**src/rtl/svmk_pkg.sv**
```systemverilog
`timescale 1ns / 1ps
// ----------------------------------------------------------------------------
// svmk_pkg
// Shared widths, register indexes, controller/datapath command codes, and the
// saturation and exponential table helpers of the SVM kernel evaluator.
// ----------------------------------------------------------------------------
package svmk_pkg;

    localparam int ACC_W     = 48;
    localparam int ELEM_W    = 16;
    localparam int CFG_W     = 32;
    localparam int KIND_W    = 2;
    localparam int DEG_W     = 4;
    localparam int CFG_IDX_W = 3;
    localparam int EINT_LEN  = 32;

    localparam int EXP_TABLE_BITS_DEF = 8;

    // configuration register indexes
    localparam logic [CFG_IDX_W-1:0] CFG_KIND   = 3'd0;
    localparam logic [CFG_IDX_W-1:0] CFG_OFFSET = 3'd1;
    localparam logic [CFG_IDX_W-1:0] CFG_GAIN   = 3'd2;
    localparam logic [CFG_IDX_W-1:0] CFG_SCALE  = 3'd3;
    localparam logic [CFG_IDX_W-1:0] CFG_DEGREE = 3'd4;

    // kernel kinds (the unused code acts as linear)
    localparam logic [KIND_W-1:0] KIND_LIN  = 2'd0;
    localparam logic [KIND_W-1:0] KIND_RBF  = 2'd1;
    localparam logic [KIND_W-1:0] KIND_POLY = 2'd2;

    localparam logic [KIND_W-1:0] RST_KIND   = KIND_LIN;
    localparam logic [CFG_W-1:0]  RST_OFFSET = 32'h0000_0000;
    localparam logic [CFG_W-1:0]  RST_GAIN   = 32'h0100_0000;
    localparam logic [CFG_W-1:0]  RST_SCALE  = 32'h0100_0000;
    localparam logic [DEG_W-1:0]  RST_DEGREE = 4'd2;

    localparam logic signed [ACC_W-1:0] ONE_Q24 = 48'sh0000_0100_0000;

    // datapath operations
    localparam logic [3:0] OP_NONE  = 4'd0;
    localparam logic [3:0] OP_LOAD  = 4'd1;
    localparam logic [3:0] OP_MAC   = 4'd2;
    localparam logic [3:0] OP_LIN   = 4'd3;
    localparam logic [3:0] OP_T1    = 4'd4;
    localparam logic [3:0] OP_T2    = 4'd5;
    localparam logic [3:0] OP_TAB   = 4'd6;
    localparam logic [3:0] OP_INTP  = 4'd7;
    localparam logic [3:0] OP_EINT  = 4'd8;
    localparam logic [3:0] OP_PSET  = 4'd9;
    localparam logic [3:0] OP_MQ    = 4'd10;
    localparam logic [3:0] OP_MQFIN = 4'd11;
    localparam logic [3:0] OP_BASE  = 4'd12;
    localparam logic [3:0] OP_VALUP = 4'd13;
    localparam logic [3:0] OP_PRES  = 4'd14;
    localparam logic [3:0] OP_OUT   = 4'd15;

    typedef struct packed {
        logic [3:0] op;
        logic [1:0] step;
        logic       sel;
    } t_dp_cmd;

    typedef struct packed {
        logic [KIND_W-1:0] kind;
        logic              last;
        logic [DEG_W-1:0]  degree;
        logic              out_full;
    } t_dp_stat;

    typedef struct packed {
        logic signed [ACC_W-1:0] val;
        logic                    clip;
    } t_sat;

    typedef logic [32:0] t_eint_tab [EINT_LEN];

    function automatic t_sat sat48(input logic signed [ACC_W+1:0] v);
        t_sat s;
        if (v > 50'sh0_7FFF_FFFF_FFFF) begin
            s.val  = 48'sh7FFF_FFFF_FFFF;
            s.clip = 1'b1;
        end else if (v < -50'sh0_8000_0000_0000) begin
            s.val  = 48'sh8000_0000_0000;
            s.clip = 1'b1;
        end else begin
            s.val  = v[ACC_W-1:0];
            s.clip = 1'b0;
        end
        return s;
    endfunction

    // exp(-x), x unsigned Q.32 below one, series through the x^20 term; elaboration only
    function automatic logic [32:0] exp_series(input logic [63:0] x);
        logic signed [65:0] sum;
        logic [63:0]        term;
        logic [63:0]        prod;
        sum  = 66'sd4294967296;
        term = 64'd4294967296;
        for (int n = 1; n <= 20; n++) begin
            prod = term * x;
            term = (prod >> 32) / 64'(n);
            if (n[0])
                sum = sum - $signed({2'b00, term});
            else
                sum = sum + $signed({2'b00, term});
        end
        if (sum < 0)
            return 33'd0;
        return sum[32:0];
    endfunction

    // exp(-1) in Q.32, squared from exp(-0.5)
    function automatic logic [32:0] exp_e1();
        logic [32:0] h;
        logic [63:0] p;
        h = exp_series(64'h8000_0000);
        p = 64'(h) * 64'(h);
        return {1'b0, p[63:32]};
    endfunction

    function automatic t_eint_tab build_eint();
        t_eint_tab   tab;
        logic [32:0] e1;
        logic [63:0] p;
        e1     = exp_e1();
        tab[0] = 33'h1_0000_0000;
        for (int k = 1; k < EINT_LEN; k++) begin
            p      = 64'(tab[k-1]) * 64'(e1);
            tab[k] = {1'b0, p[63:32]};
        end
        return tab;
    endfunction

endpackage

```
**src/rtl/svmk_ctrl.sv**
```systemverilog
`timescale 1ns / 1ps
// ----------------------------------------------------------------------------
// svmk_ctrl
// Sequencer of the kernel evaluator: accepts element pairs and steps the
// datapath through the finishing sequence of each kernel kind.
// ----------------------------------------------------------------------------
module svmk_ctrl (
    input  logic               i_clk,
    input  logic               i_rst_n,
    input  logic               i_in_valid,
    output logic               o_in_ready,
    input  svmk_pkg::t_dp_stat i_stat,
    output svmk_pkg::t_dp_cmd  o_cmd
);

    localparam logic [3:0] ST_IDLE  = 4'd0;
    localparam logic [3:0] ST_MAC   = 4'd1;
    localparam logic [3:0] ST_LIN   = 4'd2;
    localparam logic [3:0] ST_T1    = 4'd3;
    localparam logic [3:0] ST_T2    = 4'd4;
    localparam logic [3:0] ST_TAB   = 4'd5;
    localparam logic [3:0] ST_INTP  = 4'd6;
    localparam logic [3:0] ST_EINT  = 4'd7;
    localparam logic [3:0] ST_PSET  = 4'd8;
    localparam logic [3:0] ST_MQ    = 4'd9;
    localparam logic [3:0] ST_MQFIN = 4'd10;
    localparam logic [3:0] ST_BASE  = 4'd11;
    localparam logic [3:0] ST_VALUP = 4'd12;
    localparam logic [3:0] ST_PCHK  = 4'd13;
    localparam logic [3:0] ST_FIN   = 4'd14;

    logic [3:0]                 r_state, n_state;
    logic [1:0]                 r_step, n_step;
    logic                       r_sel, n_sel;
    logic [svmk_pkg::DEG_W-1:0] r_deg, n_deg;

    always_ff @(posedge i_clk) begin
        if (!i_rst_n) begin
            r_state <= ST_IDLE;
            r_step  <= 2'd0;
            r_sel   <= 1'b0;
            r_deg   <= '0;
        end else begin
            r_state <= n_state;
            r_step  <= n_step;
            r_sel   <= n_sel;
            r_deg   <= n_deg;
        end
    end

    always_comb begin
        n_state    = r_state;
        n_step     = r_step;
        n_sel      = r_sel;
        n_deg      = r_deg;
        o_in_ready = 1'b0;
        o_cmd      = '0;
        o_cmd.op   = svmk_pkg::OP_NONE;
        case (r_state)
            ST_IDLE: begin
                o_in_ready = 1'b1;
                if (i_in_valid) begin
                    o_cmd.op = svmk_pkg::OP_LOAD;
                    n_state  = ST_MAC;
                end
            end
            ST_MAC: begin
                o_cmd.op = svmk_pkg::OP_MAC;
                if (!i_stat.last) begin
                    n_state = ST_IDLE;
                end else begin
                    case (i_stat.kind)
                        svmk_pkg::KIND_RBF:  n_state = ST_T1;
                        svmk_pkg::KIND_POLY: begin
                            n_sel   = 1'b0;
                            n_state = ST_PSET;
                        end
                        default:             n_state = ST_LIN;
                    endcase
                end
            end
            ST_LIN: begin
                o_cmd.op = svmk_pkg::OP_LIN;
                n_state  = ST_FIN;
            end
            ST_T1: begin
                o_cmd.op = svmk_pkg::OP_T1;
                n_state  = ST_T2;
            end
            ST_T2: begin
                o_cmd.op = svmk_pkg::OP_T2;
                n_state  = ST_TAB;
            end
            ST_TAB: begin
                o_cmd.op = svmk_pkg::OP_TAB;
                n_state  = ST_INTP;
            end
            ST_INTP: begin
                o_cmd.op = svmk_pkg::OP_INTP;
                n_state  = ST_EINT;
            end
            ST_EINT: begin
                o_cmd.op = svmk_pkg::OP_EINT;
                n_state  = ST_FIN;
            end
            ST_PSET: begin
                o_cmd.op  = svmk_pkg::OP_PSET;
                o_cmd.sel = r_sel;
                n_step    = 2'd0;
                n_state   = ST_MQ;
            end
            ST_MQ: begin
                o_cmd.op   = svmk_pkg::OP_MQ;
                o_cmd.step = r_step;
                n_step     = r_step + 2'd1;
                if (r_step == 2'd3)
                    n_state = ST_MQFIN;
            end
            ST_MQFIN: begin
                o_cmd.op = svmk_pkg::OP_MQFIN;
                n_state  = r_sel ? ST_VALUP : ST_BASE;
            end
            ST_BASE: begin
                o_cmd.op = svmk_pkg::OP_BASE;
                n_deg    = i_stat.degree;
                n_state  = ST_PCHK;
            end
            ST_VALUP: begin
                o_cmd.op = svmk_pkg::OP_VALUP;
                n_state  = ST_PCHK;
            end
            ST_PCHK: begin
                if (r_deg == '0) begin
                    o_cmd.op = svmk_pkg::OP_PRES;
                    n_state  = ST_FIN;
                end else begin
                    n_deg   = r_deg - 1'b1;
                    n_sel   = 1'b1;
                    n_state = ST_PSET;
                end
            end
            ST_FIN: begin
                // hold the result until the output register is free
                if (!i_stat.out_full) begin
                    o_cmd.op = svmk_pkg::OP_OUT;
                    n_state  = ST_IDLE;
                end
            end
            default: n_state = ST_IDLE;
        endcase
    end

    a_out_free: assert property (@(posedge i_clk) disable iff (!i_rst_n)
        (o_cmd.op == svmk_pkg::OP_OUT) |-> !i_stat.out_full)
        else $error("result loaded over a pending word");

    a_mq_len: assert property (@(posedge i_clk) disable iff (!i_rst_n)
        (r_state == ST_MQ && r_step == 2'd3) |=> (r_state == ST_MQFIN))
        else $error("partial product sequence broken");

    a_mac_after_load: assert property (@(posedge i_clk) disable iff (!i_rst_n)
        (o_cmd.op == svmk_pkg::OP_LOAD) |=> (o_cmd.op == svmk_pkg::OP_MAC))
        else $error("loaded pair not accumulated");

endmodule

```
**config.mk**
```make
export PLATFORM = sky130hd
export DESIGN_NAME = svmk_ctrl
export DESIGN_NICKNAME = d
export VERILOG_FILES = /design/src/rtl/svmk_pkg.sv /design/src/rtl/svmk_ctrl.sv
export SDC_FILE = /design/constraint.sdc
export NUM_CORES = 1
export LEC_CHECK = 0
export BUFFER_PORTS_ARGS = -buffer_cell sky130_fd_sc_hd__buf_2
export CORE_ASPECT_RATIO = 1.4
export CORE_UTILIZATION = 47
export DETAILED_ROUTE_END_ITERATION = 8
export PLACE_DENSITY = 0.78
export SYNTH_ARGS = -nofsm -noshare
export SYNTH_HDL_FRONTEND = slang
export SYNTH_SLANG_ARGS = --single-unit
```
**constraint.sdc**
```tcl
create_clock -name i_clk -period 3.79 [get_ports i_clk]
set_input_delay 0.1895 -clock i_clk [delete_from_list [all_inputs] [get_ports i_clk]]
set_output_delay 0.1895 -clock i_clk [all_outputs]
set_load 0.005 [all_outputs]
```
Yosys cells after proc, flatten, opt, wreduce, memory -nomap -nowiden --
Cells that the tools add are included.
Word-level totals: bits of input ports 11, logic and storage cells 61, output and inout bits 8, flip-flop bits (word level) 11
Cells by class: equal/unequal tests 23, add/sub/neg operators 2, reductions and logical operators 10, mux-type cells 22
Operators with widths (number):
- case mux 4 bit (15 select lines) | 1
- case mux 4 bit (13 select lines) | 1
- == test 4 bit, second input constant | 7
- two-way mux 4 bit | 7
- == test 4 x 3 -> 1 bit, second input constant | 4
- case mux 4 bit (2 select lines) | 2
- inequality test 2 bit, second input constant | 5
- == test 4 x 2 -> 1 bit, second input constant | 2
- zero test 4 bit | 2
- two-way mux 1 bit | 6
- two-way mux 3 bit | 2
- nonzero test 2 bit | 3
- == test 2 bit, second input constant | 2
- == test 4 x 1 -> 1 bit, second input constant | 1
- case mux 2 bit (2 select lines) | 1
- AND reduction 4 bit | 1
- OR reduction 2 bit | 2
- subtractor 4 x 1 -> 4 bit, second input constant | 1
- AND reduction 3 bit | 1
- adder 2 x 1 -> 2 bit, second input constant | 1
- == test 2 x 1 -> 1 bit, second input constant | 1
- two-way mux 2 bit | 1
- inequality test 2 x 1 -> 1 bit, second input constant | 1
- case mux 1 bit (2 select lines) | 1
- AND reduction 2 bit | 1

Longest topological paths before layout --
Gate-level depths: netlist (run 1).
depth after elaboration 4, depth in mapped cells 6, depth with buffers taken out 6

Worst setup path before layout (run 1) --
Ideal clock, no wire load.
kind register to register, start register r_deg[0] (netlist bit), end register r_deg[0] (netlist bit), stages on the path, launching flop included 7, clock period less this slack 1.516 ns, buffers on the path 0, required time 3.674 ns, path slack 2.274 ns, arrival time 1.401 ns, setup time 0.116 ns, cells stage by stage dfxtp_1 inv_1 ha_1 or3b_4 a21oi_4 o21ai_0 and3_1
Between the ends: cells in the longest elaborated chain, start to end 3, elaborated cells between the ends (all ways) 6, those cells by class 1 x add/sub; 1 x eq/ne; 2 x mux; 2 x reduce/logical
RTL lines:
- start: declaration | RTL line svmk_ctrl.sv:35 | logic [svmk_pkg::DEG_W-1:0] r_deg, n_deg;
- start signal: assignment | RTL line svmk_ctrl.sv:47 | r_deg <= n_deg;
- subtractor 4 x 1 -> 4 bit / zero test 4 bit (equally long branches) | RTL line svmk_ctrl.sv:137, svmk_ctrl.sv:133
- two-way mux 4 bit / inequality test 2 bit (equally long branches)
- case mux 4 bit (2 select lines) / AND reduction 2 bit (equally long branches)
Parallel ways exist; a longest one is shown, timed or not. The select of a mux whose other input is x is not followed. A chain may end at the register's enable or synchronous reset.

==> results of run 1 <==
[cells by family after synthesis]
logic type	Yosys count
AND/OR/NAND/NOR	53
AO/OA/AOI/OAI	38
buffers and inverters	14
flip-flops	11
adder cells (fa/ha/maj)	3
multiplexers	2
XOR/XNOR	1
[worst register-to-register path: stages (launching register included)]
cell and delay [ns]:
dfxtp_1 0.86, and4b_4 0.39, a21oi_4 0.10, a211o_1 0.26
and3_1 0.17
[synthesized netlist by cell type (2+ instances only)]
library cell,instances
nand2b_1,3
a21o_1,2
buf_2,6
inv_1,6
o211ai_1,4
nor2_1,9
dfxtp_1,11
a32o_1,2
nand2_1,7
o31ai_1,2
and3_1,6
nor3_1,3
nor4_1,3
nand3_1,7
ha_1,3
a21oi_1,7
nor2b_1,3
o21ai_0,9
[layout make-up]
type	count	area (um2)	share of cell area, %
inverter	6	22.5	2.13
timing repair buffer	18	90.1	8.53
tap	21	26.3	2.49
multi-input combinational	97	671	63.5
clock buffer	4	26.3	2.49
sequential	11	220	20.9
[flip-flops by register name, indices dropped and copies added (netlist names)]
register  count
r_step        2
r_sel         1
r_state       4
r_deg         4
[path summary, 6_finish.rpt]
path	from	to	depth (start not counted)	slack, ns
setup / recovery	r_state[1]	o_cmd[6]	5	1.64
hold / removal	i_rst_n	r_deg[0]	2	0.25
setup reg to reg	r_state[0]	r_deg[0]	4	1.92
hold reg to reg	r_step[1]	r_step[1]	2	0.49
[per-layer routing]
metal / GRT usage (%) / vias to the layer above / wire (um)
met5: 0 / - / 0
met4: 13.3 / 0 / 70
met3: 3.61 / 7 / 79
met2: 37.8 / 28 / 1170
met1: 27.5 / 447 / 969
li1: - / 488 / -
[where the power goes]
group	switching (mW)	total (mW)	internal [mW]
Combinational	0.0501	0.106	0.0559
Sequential	0.0450	0.168	0.123
Clock	0.0413	0.0822	0.0409
Total	0.136	0.356	0.220
[stage by stage]
stage               area (um2)  total power [mW]  setup slack, ns  util (%)
finish                    1060             0.356             1.64      54.2
global route              1060             0.383             1.51      54.2
CTS                       1060             0.355             1.68      54.2
detailed placement        1030             0.275             1.94      52.8
global placement          1030             0.270             1.99      52.8
floorplan                  962             0.247             2.27         -
==> results.ini, run 1 <==
[global_routing]
antenna_found_initial=0
grtUsageTotal_pct=23.4
grt_pass1_vias=881
grt_max_degree=26
grt.overflow.total=0
grt_pass1_wl_mm=3.69

[floorplan]
fp.dieW_um=40.2
rows=19
design.core.area_mm2=0.00195
start_util_pct=49.4
fp.dieArea_mm2=0.00223
ios=19
die_height_um=55.5

[status]
status=completed

[setup_path]
critPathRequiredTime_ns=3.60
critPathBufInv=1
startpoint_type=flip-flop
critPathMaxFanout=23
worstSetupPathType=flip-flop to output pin
slowest_delay_ns=0.85
worst_ep_arrival_time_ns=1.96
cpMostUsedCell=o21ai_0
cp_top_family=flip-flops
cp_slowest_cell=dfxtp_1
path_cells=and2_1 > o21ai_0 > o21ai_0 > o21ai_0 > buf_2
endpoint_kind=output pin

[finish]
nets=151
final_common_cell=buf_2
drive_gt1_share_pct=20.6
n_antenna_cell=0
nFillCells=196
syn2layout_area_growth_pct=9.75
mostFrequentLayoutCells=buf_2, dfxtp_1, nor2_1, o21ai_0
fin_cells=157

[logic_synthesis]
synth_adder_area_share_pct=3.90
syn_nets=136
yosysWarnings=0
synthMuxAreaShare_pct=2.21
synth-xor-area-share_pct=0.910
ys_seq_area_share_pct=22.9
synth_top_area_cell=dfxtp_1
synth_ff_type=dfxtp_1
synthSimpleGateAreaFrac_pct=34.9
synth_compound_area_share_pct=27.8
synth-seq-cells=11
avgSynthCellArea_um2=7.89
synth_top_area_share_pct=22.9
ys_top_cells_by_area=dfxtp_1, o21ai_0, and3_1
synthCells=122
synth_edf_count=0
synth_cell_type_count=47
synth_top_family_by_area=simple AND/OR/NAND/NOR gates
netlist_area_um2=962
synthArstFlopShare_pct=0

[clock_tree]
cts_hold_buffers=0
post-cts-setup-buffers=0
cts_made_buffers=3
clk_pin_slew_ns=0.07
htree_levels=1
cts_tree=yes
cts_buffer_depth=2
clk-insertion-delay-late_ns=0.28
cts_resized=0
numClockSinks=11
cts_root_buffer=clkbuf_4

[timing]
finalHoldViolCount=0
fin_skew_ns=0.00326
fin_tns_setup_ns=0
whs_ns=0.247
fmax_mhz=466
fin_crit_ns=2.15
grt_setup_unrepaired=false
tightest_slew_ns=0.830
finalSetupViolCount=0
slew_viol_final=0
max-slew-margin-rel_pct=44.6
post-route-period-util_pct=56.6

[route]
ant_nets=0
post_drt_wl_per_cell_um=14.6
vias=970
drt-total-wl_mm=2.29
avgViaCountPerCell=6.18
drt_iter0_drc=25
drc=0
drt_pre_antenna_iters=4

[pwr]
leakagePower_nw=0.432
power.density_mw_per_mm2=337
ir_drop_uv=221

[placement]
gp_congestion=0.752
dpl.hpwl_mm=1.69
io_buffers=18
placed_cells=153

[min_path]
hold_path.class=input pin to flip-flop

[flow_run]
maxCapViolCount=0

No activity file was read; power rests on OpenSTA's default activity.
==> inputs of run 2 (changes only) <==
- PLACE_DENSITY: 0.78 -> 0.8
- clock period: 3.79 -> 1.82 ns (I/O delays scaled with it)
==> run 2 against run 1 <==
Net effect:
- sequential share of layout area decreased by 1.7 points
- count of clock-buffer cells in the layout stayed put
- routed wire length increased by 4.4%
- critical path depth grew 2
- die area stayed put
- register-to-register slack got worse by 1.8 ns
- non-clock buffer count increased by 12
- setup slack got worse by 1.6 ns
- global-route usage shrank 0.72 points
- sequential power rose by 77%
==> results.ini, run 2 (synthesis results as in run 1) <==
[placement]
io_buffers=18  ; unchanged
placed_cells=162  ; +5.9%
gp_congestion=0.777  ; +3.3%
dpl.hpwl_mm=1.76  ; +3.7%

[global_routing]
grt_max_degree=15  ; -42%
grtUsageTotal_pct=22.7  ; -0.72 points
grt_pass1_wl_mm=3.67  ; -0.57%
antenna_found_initial=0  ; unchanged
grt_pass1_vias=887  ; +0.68%
grt.overflow.total=0  ; unchanged

[route]
drt_pre_antenna_iters=4  ; unchanged
ant_nets=0  ; unchanged
avgViaCountPerCell=6.14  ; -0.59%
vias=1038  ; +7.0%
drc=0  ; unchanged
drt_iter0_drc=24  ; -4.0%
post_drt_wl_per_cell_um=14.2  ; -3.0%
drt-total-wl_mm=2.40  ; +4.4%

[timing]
tightest_slew_ns=0.436  ; -0.394 ns
post-route-period-util_pct=96.4
finalHoldViolCount=0  ; unchanged
slew_viol_final=0  ; unchanged
fin_crit_ns=1.75
fmax_mhz=570
max-slew-margin-rel_pct=70.9  ; +26 points
finalSetupViolCount=0  ; unchanged
whs_ns=0.137  ; -0.110 ns
fin_skew_ns=0.0101  ; +0.00681 ns
grt_setup_unrepaired=false
fin_tns_setup_ns=0  ; unchanged

[floorplan]
start_util_pct=49.4  ; unchanged
ios=19  ; unchanged
die_height_um=55.5  ; unchanged
fp.dieW_um=40.2  ; unchanged
design.core.area_mm2=0.00195  ; unchanged
rows=19  ; unchanged
fp.dieArea_mm2=0.00223  ; unchanged

[flow_run]
maxCapViolCount=0  ; unchanged

[setup_path]
critPathMaxFanout=4  ; -83%
worst_ep_arrival_time_ns=1.66  ; -0.30 ns
critPathRequiredTime_ns=1.73  ; -1.87 ns
startpoint_type=flip-flop
endpoint_kind=output pin
worstSetupPathType=flip-flop to output pin
critPathBufInv=2  ; +1
slowest_delay_ns=0.40  ; -0.45 ns
cp_slowest_cell=or3b_4
path_cells=inv_2 > ha_4 > or3b_4 > a21oi_2 > nor2_1 > o22ai_1 > buf_2
cp_top_family=simple AND/OR/NAND/NOR gates
r2r_setup_slack_ns=0.09  ; -1.83 ns

[pwr]
p_total_mw=0.785  ; +120%
ir_drop_uv=480  ; +120%
power.density_mw_per_mm2=674  ; +100%
leakagePower_nw=0.497  ; +15%

[finish]
nets=163  ; +7.9%
final_core_util_pct=59.8  ; +5.6 points
n_antenna_cell=0  ; unchanged
final_common_cell=buf_2
fin_cells=169  ; +7.6%
mostFrequentLayoutCells=buf_2, buf_4, nor2_1, o21ai_0, dfxtp_1
syn2layout_area_growth_pct=21.1
drive_gt1_share_pct=31.1  ; +10 points
top_regs=r_deg x4, r_state x4, r_step x2

[clock_tree]
clk_pin_slew_ns=0.07  ; about the same
cts_root_buffer=clkbuf_4
cts_made_buffers=3  ; unchanged
htree_levels=1  ; unchanged
cts_buffer_depth=2  ; unchanged
cts_hold_buffers=0  ; unchanged
cts_tree=yes
numClockSinks=11  ; unchanged
clk-insertion-delay-late_ns=0.27  ; about the same

[min_path]
hold_path.class=input pin to flip-flop

[status]
status=completed

==> run 2: worst paths after layout <==
kind / start / endpoint / cells after the start
worst max-delay path: r_deg[0] / o_cmd[5] / 7
worst min-delay path: i_rst_n / r_deg[0] / 2
worst max register to register: r_deg[0] / r_deg[0] / 7
worst min register to register: r_step[1] / r_step[1] / 2
==> run 2: per-layer routing <==
layer | track usage [%] | part of all wire (%)
met4 | 11.4 | 2.5
met3 | 2.41 | 3.2
met1 | 25.8 | 42
met2 | 38.7 | 53
met5 | 0 | 0
==> run 2: what timing repair did <==
action                                  in CTS  in global routing
gates resized for setup                      2                  5
endpoints found under the setup margin       1                  3
pin swaps                                    0                  1
cloned                                       0                  0
buffers inserted                             0                  3
==> run 2: power breakdown <==
group	total (mW)	internal, mW	switching, mW
clock	0.164	0.0847	0.0789
sequential	0.297	0.257	0.0400
combinational	0.324	0.153	0.171
total	0.785	0.494	0.290
==> run 2: through the flow <==
step | worst slack, ns | cell area [um2]
finish | 0.0659 | 1160
global route | 0.00600 | 1160
CTS | 0.00570 | 1120
detailed placement | 0.181 | 1100
global placement | 0.233 | 1100
floorplan | 0.304 | 962
==> run 2: final cells by class <==
type / instances / area [um2]
Inverter: 6 / 22.5
Timing Repair Buffer: 30 / 180
Tap cell: 21 / 26.3
Multi-Input combinational cell: 97 / 687
Fill cell: 186 / 785
Sequential cell: 11 / 223
Clock buffer: 4 / 26.3
